### src/design/irp_pkg.sv
`default_nettype none

package irp_pkg;

  localparam int unsigned VAL_W      = 48;
  localparam int unsigned STEP_W     = 32;
  localparam int unsigned ETA_W      = 16;
  localparam int unsigned ETA_FRAC   = 14;
  localparam int unsigned IDX_W      = 8;
  localparam int unsigned PROD_W     = STEP_W + ETA_W;
  localparam int unsigned SCALED_W   = PROD_W - ETA_FRAC;
  localparam int unsigned CFG_IDX_W  = 3;
  localparam int unsigned CFG_DATA_W = 32;

  localparam logic [ETA_W-1:0]  ETA_PLUS_RST  = 16'd19661;
  localparam logic [ETA_W-1:0]  ETA_MINUS_RST = 16'd8192;
  localparam logic [STEP_W-1:0] STEP_MIN_RST  = 32'd17;
  localparam logic [STEP_W-1:0] STEP_MAX_RST  = 32'd838860800;
  localparam logic [STEP_W-1:0] STEP_INIT_RST = 32'd1677722;

  typedef enum logic {
    ACT_LOAD   = 1'b0,
    ACT_UPDATE = 1'b1
  } action_t;

  typedef enum logic [1:0] {
    SIGN_ZERO = 2'd0,
    SIGN_POS  = 2'd1,
    SIGN_NEG  = 2'd2
  } sign_t;

  typedef enum logic [1:0] {
    MODE_HOLD,
    MODE_GROW,
    MODE_SHRINK
  } step_mode_t;

  typedef enum logic [CFG_IDX_W-1:0] {
    CFG_ETA_PLUS  = 3'd0,
    CFG_ETA_MINUS = 3'd1,
    CFG_STEP_MIN  = 3'd2,
    CFG_STEP_MAX  = 3'd3,
    CFG_STEP_INIT = 3'd4
  } cfg_reg_t;

  typedef struct packed {
    logic [ETA_W-1:0]  eta_plus;
    logic [ETA_W-1:0]  eta_minus;
    logic [STEP_W-1:0] step_min;
    logic [STEP_W-1:0] step_max;
    logic [STEP_W-1:0] step_init;
  } cfg_t;

  // one stored variable: value, step, previous sign code
  typedef struct packed {
    logic signed [VAL_W-1:0] var_val;
    logic [STEP_W-1:0]       step;
    logic [1:0]              sign_code;
  } entry_t;

  // per-stage tag that travels with a beat
  typedef struct packed {
    logic             valid;
    logic             wr;
    logic [IDX_W-1:0] idx;
  } item_ctl_t;

  function automatic sign_t sign_of(input logic signed [VAL_W-1:0] v);
    sign_t s;
    if (v == '0) begin
      s = SIGN_ZERO;
    end else if (v[VAL_W-1]) begin
      s = SIGN_NEG;
    end else begin
      s = SIGN_POS;
    end
    return s;
  endfunction

  // code three is never written; treat as zero
  function automatic sign_t sign_decode(input logic [1:0] code);
    sign_t s;
    case (code)
      SIGN_POS: s = SIGN_POS;
      SIGN_NEG: s = SIGN_NEG;
      default: s = SIGN_ZERO;
    endcase
    return s;
  endfunction

endpackage

`default_nettype wire

### src/design/irp_move_unit.sv
`default_nettype none

module irp_move_unit (
  input  wire logic            clk,
  input  wire logic            adv,
  input  wire irp_pkg::entry_t s3_entry,
  output irp_pkg::entry_t      out_entry
);

  localparam int unsigned SUM_W = irp_pkg::VAL_W + 1;

  logic signed [SUM_W-1:0]          var_ext;
  logic signed [SUM_W-1:0]          step_ext;
  logic signed [SUM_W-1:0]          sum;
  logic signed [irp_pkg::VAL_W-1:0] var_new;
  irp_pkg::entry_t                  out_entry_r;

  assign var_ext  = {s3_entry.var_val[irp_pkg::VAL_W-1], s3_entry.var_val};
  assign step_ext = SUM_W'(s3_entry.step);

  always_comb begin
    case (irp_pkg::sign_decode(s3_entry.sign_code))
      irp_pkg::SIGN_POS: sum = var_ext - step_ext;
      irp_pkg::SIGN_NEG: sum = var_ext + step_ext;
      default:           sum = var_ext;
    endcase
    // saturate to the 48-bit range
    if (sum[SUM_W-1] != sum[SUM_W-2]) begin
      var_new = sum[SUM_W-1] ? {1'b1, {(irp_pkg::VAL_W-1){1'b0}}}
                             : {1'b0, {(irp_pkg::VAL_W-1){1'b1}}};
    end else begin
      var_new = sum[irp_pkg::VAL_W-1:0];
    end
  end

  always_ff @(posedge clk) begin
    if (adv) begin
      out_entry_r.var_val   <= var_new;
      out_entry_r.step      <= s3_entry.step;
      out_entry_r.sign_code <= s3_entry.sign_code;
    end
  end

  assign out_entry = out_entry_r;

endmodule

`default_nettype wire

### config.mk
export PLATFORM = sky130hd
export DESIGN_NAME = irp_move_unit
export DESIGN_NICKNAME = d
export VERILOG_FILES = /design/src/design/irp_pkg.sv /design/src/design/irp_move_unit.sv
export SDC_FILE = /design/constraint.sdc
export NUM_CORES = 1
export LEC_CHECK = 0
export BUFFER_PORTS_ARGS = -buffer_cell sky130_fd_sc_hd__clkbuf_2
export CAP_MARGIN = 5
export CORE_AREA = 2 2 138 99
export DETAILED_ROUTE_END_ITERATION = 8
export DIE_AREA = 0 0 140 101
export PLACE_DENSITY = 0.86
export SLEW_MARGIN = 20
export SYNTH_ARGS = -nofsm -noshare
export SYNTH_HDL_FRONTEND = slang
export SYNTH_SLANG_ARGS = --single-unit
### constraint.sdc
create_clock -name clk -period 6.8 [get_ports clk]
set_input_delay 0.34 -clock clk [delete_from_list [all_inputs] [get_ports clk]]
set_output_delay 0.34 -clock clk [all_outputs]
set_load 0.01 [all_outputs]
# --- Word level (Yosys, flattened, before mapping) ---
# Index checks and enable logic that the tools add are counted.
# Widths: inputs -> output; s select.
word_totals:
  regBits: 82
  input_bits: 84
  out_inout_bits: 82
  elab_cells: 14
classes:
  n_addsub: 2
  n_eq_ne: 5
  n_mux: 4
op_table:
  columns: ["cell", "n"]
  rows:
  - ["$pmux 49 s2", 1]
  - ["$mux 48", 2]
  - ["$add 48x33->49", 1]
  - ["$sub 48x33->49", 1]
  - ["$eq 2x1->1 const B", 2]
  - ["$eq 2x2->1 const B", 2]
  - ["$pmux 2 s2", 1]
  - ["$ne 1x1->1", 1]

# --- Depth between registers and ports, before layout ---
depth:
  word_depth: 6
  mapped_depth: 21
  ltp_nobuf: 19

# --- Worst setup path after synthesis ---
# Ideal clock, no wire load.
synth_path:
  kind: "input port to flip-flop"
  from: "input s3_entry[6] (netlist bit)"
  to: "register out_entry_r, in the netlist out_entry[75], data pin"
  setup_time_ns: 0.278
  arrival_time_ns: 4.794
  required_time_ns: 6.522
  setup_slack_ns: 1.728
  path_stages: 21
  path_buffers: 3
  path_cell_list: "or4_4 -> nor4_1 -> and2_1 -> nand2b_1 -> nor2_1 -> nand2_1 -> nor2_1 -> a21oi_1 -> ha_1 -> clkbuf_1 -> nand3_1 -> or3_1 -> or3_1 -> o211a_1 -> o41a_1 -> a21oi_1 -> o21ai_1 -> a211oi_2 -> buf_6 -> buf_6 -> o311ai_1"
synth_via:
  elab_chain_cells: 4
  word_cells_on_any_way: 6
  cone_classes: "2 x add/sub; 1 x eq/ne; 3 x mux"
synth_lines:
  columns: ["item", "line", "rtl"]
  rows:
  - ["from (decl)", "irp_move_unit.sv:6", "input wire irp_pkg::entry_t s3_entry,"]
  - ["$add 48x33->49 or $sub 48x33->49 (tied branches)", "irp_move_unit.sv:24, irp_move_unit.sv:23", null]
  - ["$pmux 49 s2 *", "irp_move_unit.sv:22", "case (irp_pkg::sign_decode(s3_entry.sign_code))"]
  - ["$mux 48 or $ne 1x1->1 (tied branches)", "irp_move_unit.sv:29, irp_move_unit.sv:28", null]
  - ["$mux 48 *", "irp_move_unit.sv:28", "if (sum[SUM_W-1] != sum[SUM_W-2]) begin"]
  - ["named net var_new (one bit)", "irp_move_unit.sv:15", "logic signed [irp_pkg::VAL_W-1:0] var_new;"]
  - ["to (decl)", "irp_move_unit.sv:16", "irp_pkg::entry_t out_entry_r;"]
# Mark *: on every way through the listed nets, which the timed path passes. The rest lies on a longest branch.
# A chain may end at the register's enable or synchronous reset.

# --- Final worst setup path ---
layout_path:
  from: "input s3_entry[6] (netlist bit)"
  to: "register out_entry_r, in the netlist out_entry[69], data pin"
# The elaborated chain is that of the path after synthesis.

==> flow_metrics.tcl <==
set metrics [dict create \
    outcome "finished with violations" \
    violations "design-rule violations" \
    syn_inst 769 \
    cts_resized 0 \
    max_slew_margin 0.297 \
    synth.cell_area_sq_um 6920 \
    cap_violations 0 \
    cp_max_fo 35 \
    io_pins 166 \
    whs_ns 0.189 \
    ys_async_sr_fraction 0 \
    grt_start_max_net_pins 83 \
    worstHoldStart "s3_entry[0]" \
    hold_viol 0 \
    h-tree-depth 3 \
    wl_per_cell_um 17.6 \
    cp.arrival_ns 5.86 \
    cts_buffer_depth 2 \
    critical_path_required_ns 6.85 \
    drc 15 \
    synth.avg_cell_area_sq_um 9.00 \
    cts.sinks 82 \
    pwr-share-comb 0.370 \
    root_buffer "clkbuf_16" \
    swShare 0.339 \
    port_buffers 165 \
    fin_tns_setup_ns 0 \
    clkTransAtPathRegs_ns 0.06 \
    layout-drive-gt1-share 0.227 \
    start_util 0.536 \
    diodes 0 \
    dieWidth_um 140 \
    power-per-cell-area_nw_per_um2 241 \
    design.core.area_sq_um 12900 \
    post_cts_buffers 0 \
    dr.pass1.iters 7 \
    syn_nets 905 \
    grt_pass1_vias 6029 \
    cts_tree "yes" \
    viasPerCell 6.04 \
    largest_reg_flops 82 \
    hold_path_class "primary input to flop" \
    dieArea_sq_um 14100 \
    grt_pass1_wl_mm 30.3 \
    crit_path_end_kind "flop" \
    drv_slew 0 \
    vdd_drop_max_v 0.000131 \
    place.gp.congestion 0.992 \
    p_leak_nw 3.46 \
    synth_seq_area_share 0.356 \
    dr.first_iter.drc_count 649 \
    clock.fmax_mhz 172 \
    vias 6533 \
    cts_buffers 9 \
    min_period_over_period 0.855 \
    ctsHoldBuffers 0 \
    nFillCells 1091 \
    routed_wl_mm 19.1 \
    pwr-share-clk 0.284 \
    ys.flop_type "edfxtp_1" \
    row_count 35 \
    antenna_found_initial 0 \
    antenna_left 0 \
    power_frac_seq 0.346 \
    layout.core_utilization 0.632 \
    worstSetupStartpoint "s3_entry[6]" \
    die_y_um 101 \
    grt-ovfl-total 0 \
    rsz0062_at_grt "false" \
    areaGrowthSynthToFinish_pct 18.0 \
    worstHoldPathCells 1 \
    p_int_w 0.00130 \
    synth_cell_types 72 \
    worst_slew_pin_slew_ns 1.05 \
    dp.final_hpwl_mm 14.3 \
    yosys_warnings 0 \
    ys_seq_elements 82 \
    cp-start-kind "primary input" \
    period_needed_ns 5.81 \
    track_usage 0.268 \
    switchingPower_w 0.000665 \
    nets 1046 \
    setup_viol 0 \
    crit_type "primary input to flop" \
    synth-edff-count 82 \
]
==> metal layers <==
metal  track usage  share of wire  up-vias
met5             0              0        -
met4        0.0622          0.011        0
met3        0.0589          0.090       21
met2         0.404           0.42      317
met1         0.396           0.48     3032
li1              -              -     3163
==> critical path, cell delays in order <==
cell      delay [ns]
clkbuf_2        0.12
or4_4           0.56
nor4_1          0.54
and2_1          0.34
nand2b_1        0.14
nor2_1          0.33
a21oi_1         0.15
xnor2_1         0.15
ha_1            0.40
a21oi_1         0.36
o211ai_1        0.18
a31o_2          0.25
a211oi_1        0.50
o41ai_1         0.20
o21ai_0         0.25
nand3_1         0.17
a211oi_4        0.27
buf_4           0.39
o311ai_0        0.21
==> power groups by stage <==
stage,registers (W),clock network [W],logic [W]
after floorplan,0.000728,0,0.000446
after global placement,0.000691,0,0.000699
after detailed placement,0.000691,0,0.000711
after CTS,0.000681,0.000565,0.000717
after global routing,0.000687,0.000583,0.000799
final,0.000681,0.000558,0.000727
==> layout make-up <==
class,instances,area (sq um),share of cell area
multi-input cells,614,4170,0.510
clock buffers,10,229,0.0280
inverters,30,113,0.0138
repair buffers,173,888,0.109
clock inverters,6,105,0.0129
flip-flops and latches,82,2460,0.301
well taps,166,208,0.0254
==> placed cells by master (no fill, tap or decap), types with 9 or more instances in the layout <==
| cell | Yosys | final |
|---|---|---|
| xnor2_1 | 32 | 32 |
| a21oi_1 | 102 | 102 |
| clkbuf_16 | 0 | 9 |
| a31oi_1 | 9 | 9 |
| nand2_1 | 54 | 54 |
| edfxtp_1 | 82 | 82 |
| a21o_1 | 20 | 20 |
| buf_4 | 4 | 9 |
| xor2_1 | 41 | 41 |
| mux2i_1 | 11 | 11 |
| clkbuf_2 | 0 | 164 |
| nor2_1 | 68 | 68 |
| nand3_1 | 14 | 14 |
| inv_1 | 28 | 28 |
| nor3_1 | 9 | 9 |
| o21ai_0 | 68 | 68 |
| nand4_1 | 13 | 13 |
| ha_1 | 51 | 50 |
==> cell usage after synthesis, types with 2 or more instances <==
library cell  number  share of area
a21oi_1          102          0.074
edfxtp_1          82           0.36
nor2_1            68          0.037
o21ai_0           68          0.049
nand2_1           54          0.029
ha_1              51          0.092
xor2_1            41          0.052
clkbuf_1          34          0.018
xnor2_1           32          0.040
inv_1             28          0.015
a21o_1            20          0.022
nand3_1           14          0.010
nand4_1           13          0.012
mux2i_1           11          0.016
a31oi_1            9         0.0081
nor3_1             9         0.0065
nand2b_1           8         0.0072
o21bai_1           8         0.0087
o311ai_0           8          0.010
o211ai_1           7         0.0076
or3_1              7         0.0063
a211oi_1           6         0.0065
o311ai_1           6         0.0076
and3_1             5         0.0045
a41oi_1            4         0.0051
buf_4              4         0.0043
nor2b_1            4         0.0036
nor4_1             4         0.0036
o31ai_1            4         0.0043
o211a_1            3         0.0043
o21a_1             3         0.0033
or2_2              3         0.0027
or4_1              3         0.0033
a211oi_2           2         0.0036
a21boi_0           2         0.0022
a221o_1            2         0.0029
a311o_1            2         0.0029
and2_1             2         0.0018
buf_1              2         0.0011
buf_6              2         0.0033
==> worst paths after layout <==
check                      endpoint
worst max-delay path  out_entry[69]
worst min-delay path   out_entry[0]
==> logic make-up (layout without fill, tap and decap cells) <==
group	after synthesis	after routing	synth area share
AOI/OAI and AO/OA	273	273	0.252
xor gates and xnor gates	73	73	0.0924
adders and majority gates	52	52	0.0951
buffers and inverters	73	219	0.0441
DFF	82	82	0.356
muxes	12	12	0.0175
and+or+nand+nor	204	204	0.143
==> per-stage QoR <==
stage               area [sq um]  power, W  instances  worst slack (ns)
finish                      8170   0.00197       1081             0.987
CTS                         8170   0.00196       1081              1.12
floorplan                   6920   0.00117        769              1.73
global placement            7840   0.00139       1065             0.928
detailed placement          7840   0.00140       1065             0.727
global route                8170   0.00207       1081             0.530
Note: power is estimated with default switching activity, not from simulation.
