**src/design/irp_pkg.sv**
```systemverilog
`default_nettype none

package irp_pkg;

  localparam int unsigned VAL_W      = 48;
  localparam int unsigned STEP_W     = 32;
  localparam int unsigned ETA_W      = 16;
  localparam int unsigned ETA_FRAC   = 14;
  localparam int unsigned IDX_W      = 8;
  localparam int unsigned PROD_W     = STEP_W + ETA_W;
  localparam int unsigned SCALED_W   = PROD_W - ETA_FRAC;
  localparam int unsigned CFG_IDX_W  = 3;
  localparam int unsigned CFG_DATA_W = 32;

  localparam logic [ETA_W-1:0]  ETA_PLUS_RST  = 16'd19661;
  localparam logic [ETA_W-1:0]  ETA_MINUS_RST = 16'd8192;
  localparam logic [STEP_W-1:0] STEP_MIN_RST  = 32'd17;
  localparam logic [STEP_W-1:0] STEP_MAX_RST  = 32'd838860800;
  localparam logic [STEP_W-1:0] STEP_INIT_RST = 32'd1677722;

  typedef enum logic {
    ACT_LOAD   = 1'b0,
    ACT_UPDATE = 1'b1
  } action_t;

  typedef enum logic [1:0] {
    SIGN_ZERO = 2'd0,
    SIGN_POS  = 2'd1,
    SIGN_NEG  = 2'd2
  } sign_t;

  typedef enum logic [1:0] {
    MODE_HOLD,
    MODE_GROW,
    MODE_SHRINK
  } step_mode_t;

  typedef enum logic [CFG_IDX_W-1:0] {
    CFG_ETA_PLUS  = 3'd0,
    CFG_ETA_MINUS = 3'd1,
    CFG_STEP_MIN  = 3'd2,
    CFG_STEP_MAX  = 3'd3,
    CFG_STEP_INIT = 3'd4
  } cfg_reg_t;

  typedef struct packed {
    logic [ETA_W-1:0]  eta_plus;
    logic [ETA_W-1:0]  eta_minus;
    logic [STEP_W-1:0] step_min;
    logic [STEP_W-1:0] step_max;
    logic [STEP_W-1:0] step_init;
  } cfg_t;

  // one stored variable: value, step, previous sign code
  typedef struct packed {
    logic signed [VAL_W-1:0] var_val;
    logic [STEP_W-1:0]       step;
    logic [1:0]              sign_code;
  } entry_t;

  // per-stage tag that travels with a beat
  typedef struct packed {
    logic             valid;
    logic             wr;
    logic [IDX_W-1:0] idx;
  } item_ctl_t;

  function automatic sign_t sign_of(input logic signed [VAL_W-1:0] v);
    sign_t s;
    if (v == '0) begin
      s = SIGN_ZERO;
    end else if (v[VAL_W-1]) begin
      s = SIGN_NEG;
    end else begin
      s = SIGN_POS;
    end
    return s;
  endfunction

  // code three is never written; treat as zero
  function automatic sign_t sign_decode(input logic [1:0] code);
    sign_t s;
    case (code)
      SIGN_POS: s = SIGN_POS;
      SIGN_NEG: s = SIGN_NEG;
      default: s = SIGN_ZERO;
    endcase
    return s;
  endfunction

endpackage

`default_nettype wire

```
**src/design/irp_step_unit.sv**
```systemverilog
`default_nettype none

module irp_step_unit (
  input  wire logic                             clk,
  input  wire logic                             adv,
  input  wire irp_pkg::cfg_t                    cfg,
  input  wire irp_pkg::action_t                 s1_action,
  input  wire logic                             s1_in_range,
  input  wire logic signed [irp_pkg::VAL_W-1:0] s1_operand,
  input  wire irp_pkg::entry_t                  rd_entry,
  output irp_pkg::entry_t                       s3_entry
);

  irp_pkg::sign_t                      cur_sign;
  irp_pkg::sign_t                      prev_sign;
  irp_pkg::sign_t                      mv_sign_nxt;
  irp_pkg::step_mode_t                 mode_nxt;
  logic [irp_pkg::ETA_W-1:0]           eta_sel;
  logic signed [irp_pkg::VAL_W-1:0]    var_nxt;
  logic [irp_pkg::STEP_W-1:0]          step_nxt;
  logic [irp_pkg::PROD_W-1:0]          prod_nxt;

  irp_pkg::step_mode_t                 s2_mode_r;
  irp_pkg::sign_t                      s2_sign_r;
  logic [irp_pkg::PROD_W-1:0]          s2_prod_r;
  logic [irp_pkg::STEP_W-1:0]          s2_step_r;
  logic signed [irp_pkg::VAL_W-1:0]    s2_var_r;

  logic [irp_pkg::SCALED_W-1:0]        scaled;
  logic [irp_pkg::STEP_W-1:0]          step_new;
  irp_pkg::entry_t                     s3_entry_r;

  // stage 1: pick base state, decide grow / shrink, multiply
  always_comb begin
    cur_sign    = irp_pkg::sign_of(s1_operand);
    prev_sign   = irp_pkg::sign_decode(rd_entry.sign_code);
    mode_nxt    = irp_pkg::MODE_HOLD;
    eta_sel     = cfg.eta_plus;
    var_nxt     = '0;
    step_nxt    = '0;
    mv_sign_nxt = irp_pkg::SIGN_ZERO;
    if (s1_in_range) begin
      if (s1_action == irp_pkg::ACT_LOAD) begin
        var_nxt  = s1_operand;
        step_nxt = cfg.step_init;
      end else begin
        var_nxt     = rd_entry.var_val;
        step_nxt    = rd_entry.step;
        mv_sign_nxt = cur_sign;
        if (cur_sign != irp_pkg::SIGN_ZERO && prev_sign != irp_pkg::SIGN_ZERO) begin
          if (cur_sign == prev_sign) begin
            mode_nxt = irp_pkg::MODE_GROW;
          end else begin
            mode_nxt    = irp_pkg::MODE_SHRINK;
            eta_sel     = cfg.eta_minus;
            mv_sign_nxt = irp_pkg::SIGN_ZERO;
          end
        end
      end
    end
    prod_nxt = irp_pkg::PROD_W'(step_nxt) * irp_pkg::PROD_W'(eta_sel);
  end

  always_ff @(posedge clk) begin
    if (adv) begin
      s2_mode_r <= mode_nxt;
      s2_sign_r <= mv_sign_nxt;
      s2_prod_r <= prod_nxt;
      s2_step_r <= step_nxt;
      s2_var_r  <= var_nxt;
    end
  end

  // stage 2: rescale and clamp the step
  assign scaled = s2_prod_r[irp_pkg::PROD_W-1:irp_pkg::ETA_FRAC];

  always_comb begin
    case (s2_mode_r)
      irp_pkg::MODE_GROW: begin
        if (scaled > irp_pkg::SCALED_W'(cfg.step_max)) begin
          step_new = cfg.step_max;
        end else begin
          step_new = scaled[irp_pkg::STEP_W-1:0];
        end
      end
      irp_pkg::MODE_SHRINK: begin
        if (scaled < irp_pkg::SCALED_W'(cfg.step_min)) begin
          step_new = cfg.step_min;
        end else if (scaled[irp_pkg::SCALED_W-1:irp_pkg::STEP_W] != '0) begin
          step_new = '1;
        end else begin
          step_new = scaled[irp_pkg::STEP_W-1:0];
        end
      end
      default: step_new = s2_step_r;
    endcase
  end

  always_ff @(posedge clk) begin
    if (adv) begin
      s3_entry_r.var_val   <= s2_var_r;
      s3_entry_r.step      <= step_new;
      s3_entry_r.sign_code <= s2_sign_r;
    end
  end

  assign s3_entry = s3_entry_r;

endmodule

`default_nettype wire

```
**config.mk**
```make
export PLATFORM = sky130hd
export DESIGN_NAME = irp_step_unit
export DESIGN_NICKNAME = d
export VERILOG_FILES = /design/src/design/irp_pkg.sv /design/src/design/irp_step_unit.sv
export SDC_FILE = /design/constraint.sdc
export NUM_CORES = 2
export LEC_CHECK = 0
export BUFFER_PORTS_ARGS = -buffer_cell sky130_fd_sc_hd__buf_2
export CAP_MARGIN = 20
export CORE_MARGIN = 8
export CORE_UTILIZATION = 56
export CTS_BUF_LIST = sky130_fd_sc_hd__clkbuf_4
export CTS_CLUSTER_SIZE = 12
export DETAILED_ROUTE_END_ITERATION = 7
export PLACE_DENSITY = 0.81
export SETUP_SLACK_MARGIN = 0.5
export SLEW_MARGIN = 20
export SYNTH_ARGS = -nofsm -noshare
export SYNTH_HDL_FRONTEND = slang
export SYNTH_SLANG_ARGS = --single-unit
```
**constraint.sdc**
```tcl
create_clock -name clk -period 8.2 [get_ports clk]
set_input_delay 0.41 -clock clk [delete_from_list [all_inputs] [get_ports clk]]
set_output_delay 0.41 -clock clk [all_outputs]
set_load 0.02 [all_outputs]
```
# ---- Yosys cells after proc, flatten, opt, wreduce, memory -nomap -nowiden
# Index checks and enable logic that the tools add are counted.
# W data, S select, Z words.
dict set report classes {
  mul 1
  order_cmp 2
  n_eq_ne 5
  mux 17
  reduce_logical 7
}
# op n
set ops {}
lappend ops {{$mux W32} 5}
lappend ops {{$mux W16} 4}
lappend ops {{$pmux W32 S2} 1}
lappend ops {{$logic_not A48 Y1} 1}
lappend ops {{$mul A32 B16 Y48} 1}
lappend ops {{$mux W48} 1}
lappend ops {{$gt A34 B32 Y1} 1}
lappend ops {{$lt A34 B32 Y1} 1}
lappend ops {{$mux W2} 5}
lappend ops {{$reduce_bool A2 Y1} 3}
lappend ops {{$eq A2 B1 Y1 const B} 2}
lappend ops {{$eq A2 B2 Y1 const B} 2}
lappend ops {{$pmux W2 S2} 1}
lappend ops {{$reduce_and A3 Y1} 1}
lappend ops {{$eq A2 B2 Y1} 1}
lappend ops {{$reduce_and A2 Y1} 1}
lappend ops {{$logic_and A1 B1 Y1} 1}
dict set report totals {
  regBits 214
  out_inout_bits 82
  elab_cells 40
}

# ---- Longest topological paths before layout
dict set report logic_depth {
  ltp_word 8
  ltp_mapped 33
  ltp_nobuf 30
}

# ---- Worst setup path before layout
# No wires, ideal clock.
dict set report synth_path {
  path_kind {input port to flip-flop}
  from {input rd_entry[0] (netlist name)}
  to {register s2_prod_r[47] (netlist name), data pin}
  setup_ps 262
  arrival_ps 7902
  t_required_ps 7938
  slack_ps 36
  stages 30
  path_buffers 2
  cell_sequence {inv_1 ha_1 and3b_1 or3_1 nor3_1 buf_2 mux2i_1 clkbuf_1 nor2_1 fa_1 inv_1 fa_1 inv_1 fa_1 fa_1 fa_1 inv_1 fa_1 inv_1 ha_1 a21oi_1 o21ai_0 inv_1 and2_1 or4_1 nand3_2 o21a_1 a211oi_2 o31ai_1 xnor2_1}
}
dict set report synth_via {
  elab_chain_cells 8
  word_cells_on_any_way 11
}
# element line_no
set synth_rtl {}
lappend synth_rtl {{from (decl)} irp_step_unit.sv:10} ;# input wire irp_pkg::entry_t rd_entry,
lappend synth_rtl {{$eq A2 B2 Y1 / $eq A2 B1 Y1 (equally long branches)} irp_pkg.sv:83} ;# case (code)
lappend synth_rtl {{$pmux W2 S2 (*)} irp_pkg.sv:83}
lappend synth_rtl {{$eq A2 B2 Y1 / $reduce_bool A2 Y1 (equally long branches)} {irp_step_unit.sv:51, irp_step_unit.sv:50}}
lappend synth_rtl {{$mux W16 / $logic_and A1 B1 Y1 (equally long branches)} {irp_step_unit.sv:51, irp_step_unit.sv:50}}
lappend synth_rtl {{$mux W16 (*)} irp_step_unit.sv:50} ;# if (cur_sign != irp_pkg::SIGN_ZERO && prev_sign != irp_pkg::SIGN_ZERO) begin
lappend synth_rtl {{$mux W16 (*)} irp_step_unit.sv:43} ;# if (s1_action == irp_pkg::ACT_LOAD) begin
lappend synth_rtl {{$mux W16 (*)} irp_step_unit.sv:42} ;# if (s1_in_range) begin
lappend synth_rtl {{$mul A32 B16 Y48 (*)} irp_step_unit.sv:61} ;# prod_nxt = irp_pkg::PROD_W'(step_nxt) * irp_pkg::PROD_W'(eta_sel);
lappend synth_rtl {{named net prod_nxt, one bit} irp_step_unit.sv:21} ;# logic [irp_pkg::PROD_W-1:0] prod_nxt;
lappend synth_rtl {{to (signal assigned)} irp_step_unit.sv:68} ;# s2_prod_r <= prod_nxt;
lappend synth_rtl {{to (decl)} irp_step_unit.sv:25} ;# logic [irp_pkg::PROD_W-1:0] s2_prod_r;
# Mark *: on every way through the listed nets, which the timed path passes. The rest lies on a longest branch.
# A chain may end at the register's enable or synchronous reset.

# ---- Worst setup path in the final report
dict set report layout_path {
  from {input rd_entry[0] (netlist name)}
  to {register s2_prod_r[36] (netlist name), data pin}
}
# The elaborated chain is that of the path after synthesis.

==> flow_metrics.py <==
metrics = {
    "run_status": {
        "outcome": "finished, final reports clean",
    },
    "floorplanning": {
        "rows": 79,
        "dieArea_um2": 54100,
        "start_util_pct": 56.5,
        "pin_count": 344,
        "fp.dieH_um": 233,
        "core_region_area_um2": 46500,
        "die_w_um": 233,
    },
    "clocking": {
        "cts_tree": "built",
        "cts_root_buffer": "clkbuf_4",
        "numCtsBuffers": 17,
        "hold_buffers": 0,
        "cts_max_path_buffers": 2,
        "path_clk_slew_ns": 0.21,
        "cts.sinks": 200,
        "clk_latency_ns": 0.64,
        "htreeDepth": 4,
    },
    "critical_path": {
        "critPathBufInv": 11,
        "critPathCaptureType": "flip-flop",
        "reg2reg_from": "s2_prod_r[15]",
        "path_max_fanout": 9,
        "critical_path.top_delay_family": "adder cells",
        "r2r-end": "s3_entry[17]",
        "crit_type": "in -> reg",
        "crit_path_end": "s2_prod_r[36]",
        "timing.critical_path.from": "rd_entry[0]",
        "r2r_setup_slack_ns": 4.15,
        "cp-start-kind": "input port",
        "reg2reg_depth": 11,
        "arrival_ns": 8.05,
        "worstPathRequired_ns": 8.69,
        "cp.depth": 33,
        "worst_path_max_delay_cell": "fa_1",
        "worst_path_largest_cell_delay_ns": 0.53,
        "crit_top_cell": "fa_1",
    },
    "sta": {
        "period_needed_ns": 7.56,
        "setup_viol": 0,
        "setup-tns-final_ns": 0,
        "slew_headroom_pct": 32.0,
        "rsz0062_at_grt": "false",
        "clock_skew_ns": 0.0263,
        "holdWs_ns": 0.0999,
        "fin_ws_ns": 0.641,
        "drv_slew": 0,
        "worst_pin_slew_ns": 1.02,
        "hold_violations": 0,
        "fmax_mhz": 132,
        "finalCritPeriodShare_pct": 92.2,
    },
    "grt": {
        "grt_pass1_vias": 22700,
        "grt_use_total_pct": 29.9,
        "grt_pass1_wl_mm": 125,
        "grt-ovfl-total": 0,
        "antenna_found_initial": 2,
        "grt_max_degree": 128,
    },
    "yosys": {
        "yosysTopAreaCell": "fa_1",
        "synth_seq_cells": 200,
        "ys_top_cells_by_count": "inv_1 (535), fa_1 (417), nand2_1 (415)",
        "avgSynthCellArea_um2": 9.75,
        "synth_cells": 2693,
        "syn-cell-area_um2": 26300,
        "synth_edf_count": 200,
        "ys_seq_area_share_pct": 22.9,
        "synth_fp_nets": 3556,
        "yosysMostFrequentCell": "inv_1",
        "yosysWarnings": 0,
        "synth_area_leaders": "fa_1 (32%), edfxtp_1 (23%), ha_1 (8.8%)",
        "synth_top_area_share_pct": 31.8,
        "ys.flop_type": "edfxtp_1",
        "async_flop_share_pct": 0,
        "yosysUniqueCellTypes": 61,
    },
    "power": {
        "combPwrFrac_pct": 78.4,
        "power_frac_seq_pct": 16.3,
        "p_switching_mw": 5.26,
        "power.internal_mw": 5.26,
        "cellPowerDensity_nw_per_um2": 348,
        "clkPwrFrac_pct": 5.3,
        "switching_share_pct": 50.0,
        "vdd_ir_drop_max_v": 0.000546,
        "p_leak_nw": 14.6,
    },
    "placed_design": {
        "dpl_worst_slack_ns": -0.164,
        "port_buffers": 343,
        "gp_congestion": 0.991,
        "place_area_um2": 29700,
        "hpwl_mm": 68.5,
        "dp_cells": 3698,
    },
    "final_layout": {
        "design_area_um2": 30200,
        "fin_nets": 3979,
        "syn_to_final_growth_pct": 15.1,
        "final_cell_count_no_fill": 3737,
        "drive_gt1_share_pct": 21.0,
    },
    "route": {
        "antenna_left": 0,
        "vias": 21600,
        "viasPerCell": 5.77,
        "routedWlPerCell_um": 21.8,
        "wl_mm": 81.4,
        "first_iter_violations": 2163,
        "first_pass_iters": 7,
        "drc": 0,
    },
    "run": {
        "cap_violations": 0,
    },
    "worst_hold_path": {
        "min_path_type": "in -> reg",
        "hold_start": "rd_entry[38]",
    },
}
[worst min-delay path: stages]
cell and delay, ns:
buf_2 0.07, mux2i_1 0.06, nor2b_1 0.10
[layout by cell type (no fill, tap or decap), types with 7 or more instances in the layout]
master    netlist  layout
and2_1         13      13
a21o_1         40      40
o21a_1          7       7
fa_1          417     416
nand3_1         8       8
nor4_1         17      13
o221ai_1       32      32
nor2_1        222     221
xor2_1         10      10
inv_1         535     535
xnor2_1        23      23
a31oi_1         8       8
buf_6           3      12
nand2b_1        8       7
buf_2           7     341
a21oi_1        47      44
mux2_2         75      69
clkinv_1       12      13
clkbuf_4        0      17
mux2i_1        96      87
nand2_1       415     415
ha_1          184     183
buf_4           1     155
nor2b_1        57      57
nand4_1        22      22
o21ai_0        55      52
and4_1          7       7
o211ai_1        9       9
edfxtp_1      200     200
[registers in the layout, indices dropped and copies added, names as in the netlist]
name,flops
s2_sign_r,2
s2_prod_r,34
s2_var_r,48
s3_entry,82
s2_mode_r,2
s2_step_r,32
[power by group through the flow]
stage          Combinational, mW  Sequential, mW  Clock [mW]
2_1_floorplan               5.12            1.72           0
3_3_place_gp                7.66            1.72           0
3_5_place_dp                7.93            1.73           0
4_1_cts                     7.98            1.70       0.568
5_1_grt                     9.00            1.72       0.606
6_report                    8.25            1.71       0.556
[layout make-up]
| class | count | area [um2] |
|---|---|---|
| inverter | 547 | 2050 |
| timing repair buffer | 515 | 3130 |
| multi-input combinational | 1835 | 18000 |
| antenna | 1 | 2.50 |
| tap | 607 | 759 |
| sequential | 200 | 6010 |
| clock inverter | 15 | 184 |
| fill | 3657 | 16200 |
| clock buffer | 17 | 128 |
[metal layers]
metal	GRT usage, %	vias up	share of wire [%]
met3	6.72	220	11
met4	11.9	0	4.8
li1	-	9362	-
met1	39.6	10600	38
met2	47.4	1346	45
met5	0	-	0
[stage by stage]
stage / power [mW] / utilization, %
2_1_floorplan: 6.84 / -
3_3_place_gp: 9.37 / 63.8
5_1_grt: 11.3 / 65.1
6_report: 10.5 / 65.1
3_5_place_dp: 9.66 / 63.9
4_1_cts: 10.2 / 64.5
[logic make-up after synthesis]
family                   synth area share, %
adder cells (fa/ha/maj)                 40.6
multiplexers                            7.00
AND/OR/NAND/NOR                         12.8
buffers and inverters                   9.54
AO/OA/AOI/OAI                           6.10
flip-flops                              22.9
XOR/XNOR                                1.10
[how the worst min path moves through the flow]
stage	end	slack, ns	cells past startpoint
floorplan	s3_entry[0]	0.40	0
global placement	s3_entry[59]	0.40	0
detailed placement	s3_entry[60]	0.40	0
CTS	s2_var_r[5]	0.05	3
global route	s2_var_r[4]	0.06	3
finish	s2_var_r[4]	0.1	3
[repair_timing]
item                       CTS  global route
gates resized for setup      0            43
setup endpoints to repair    0            14
buffers inserted             0             5
(Power assumes the default switching activity.)
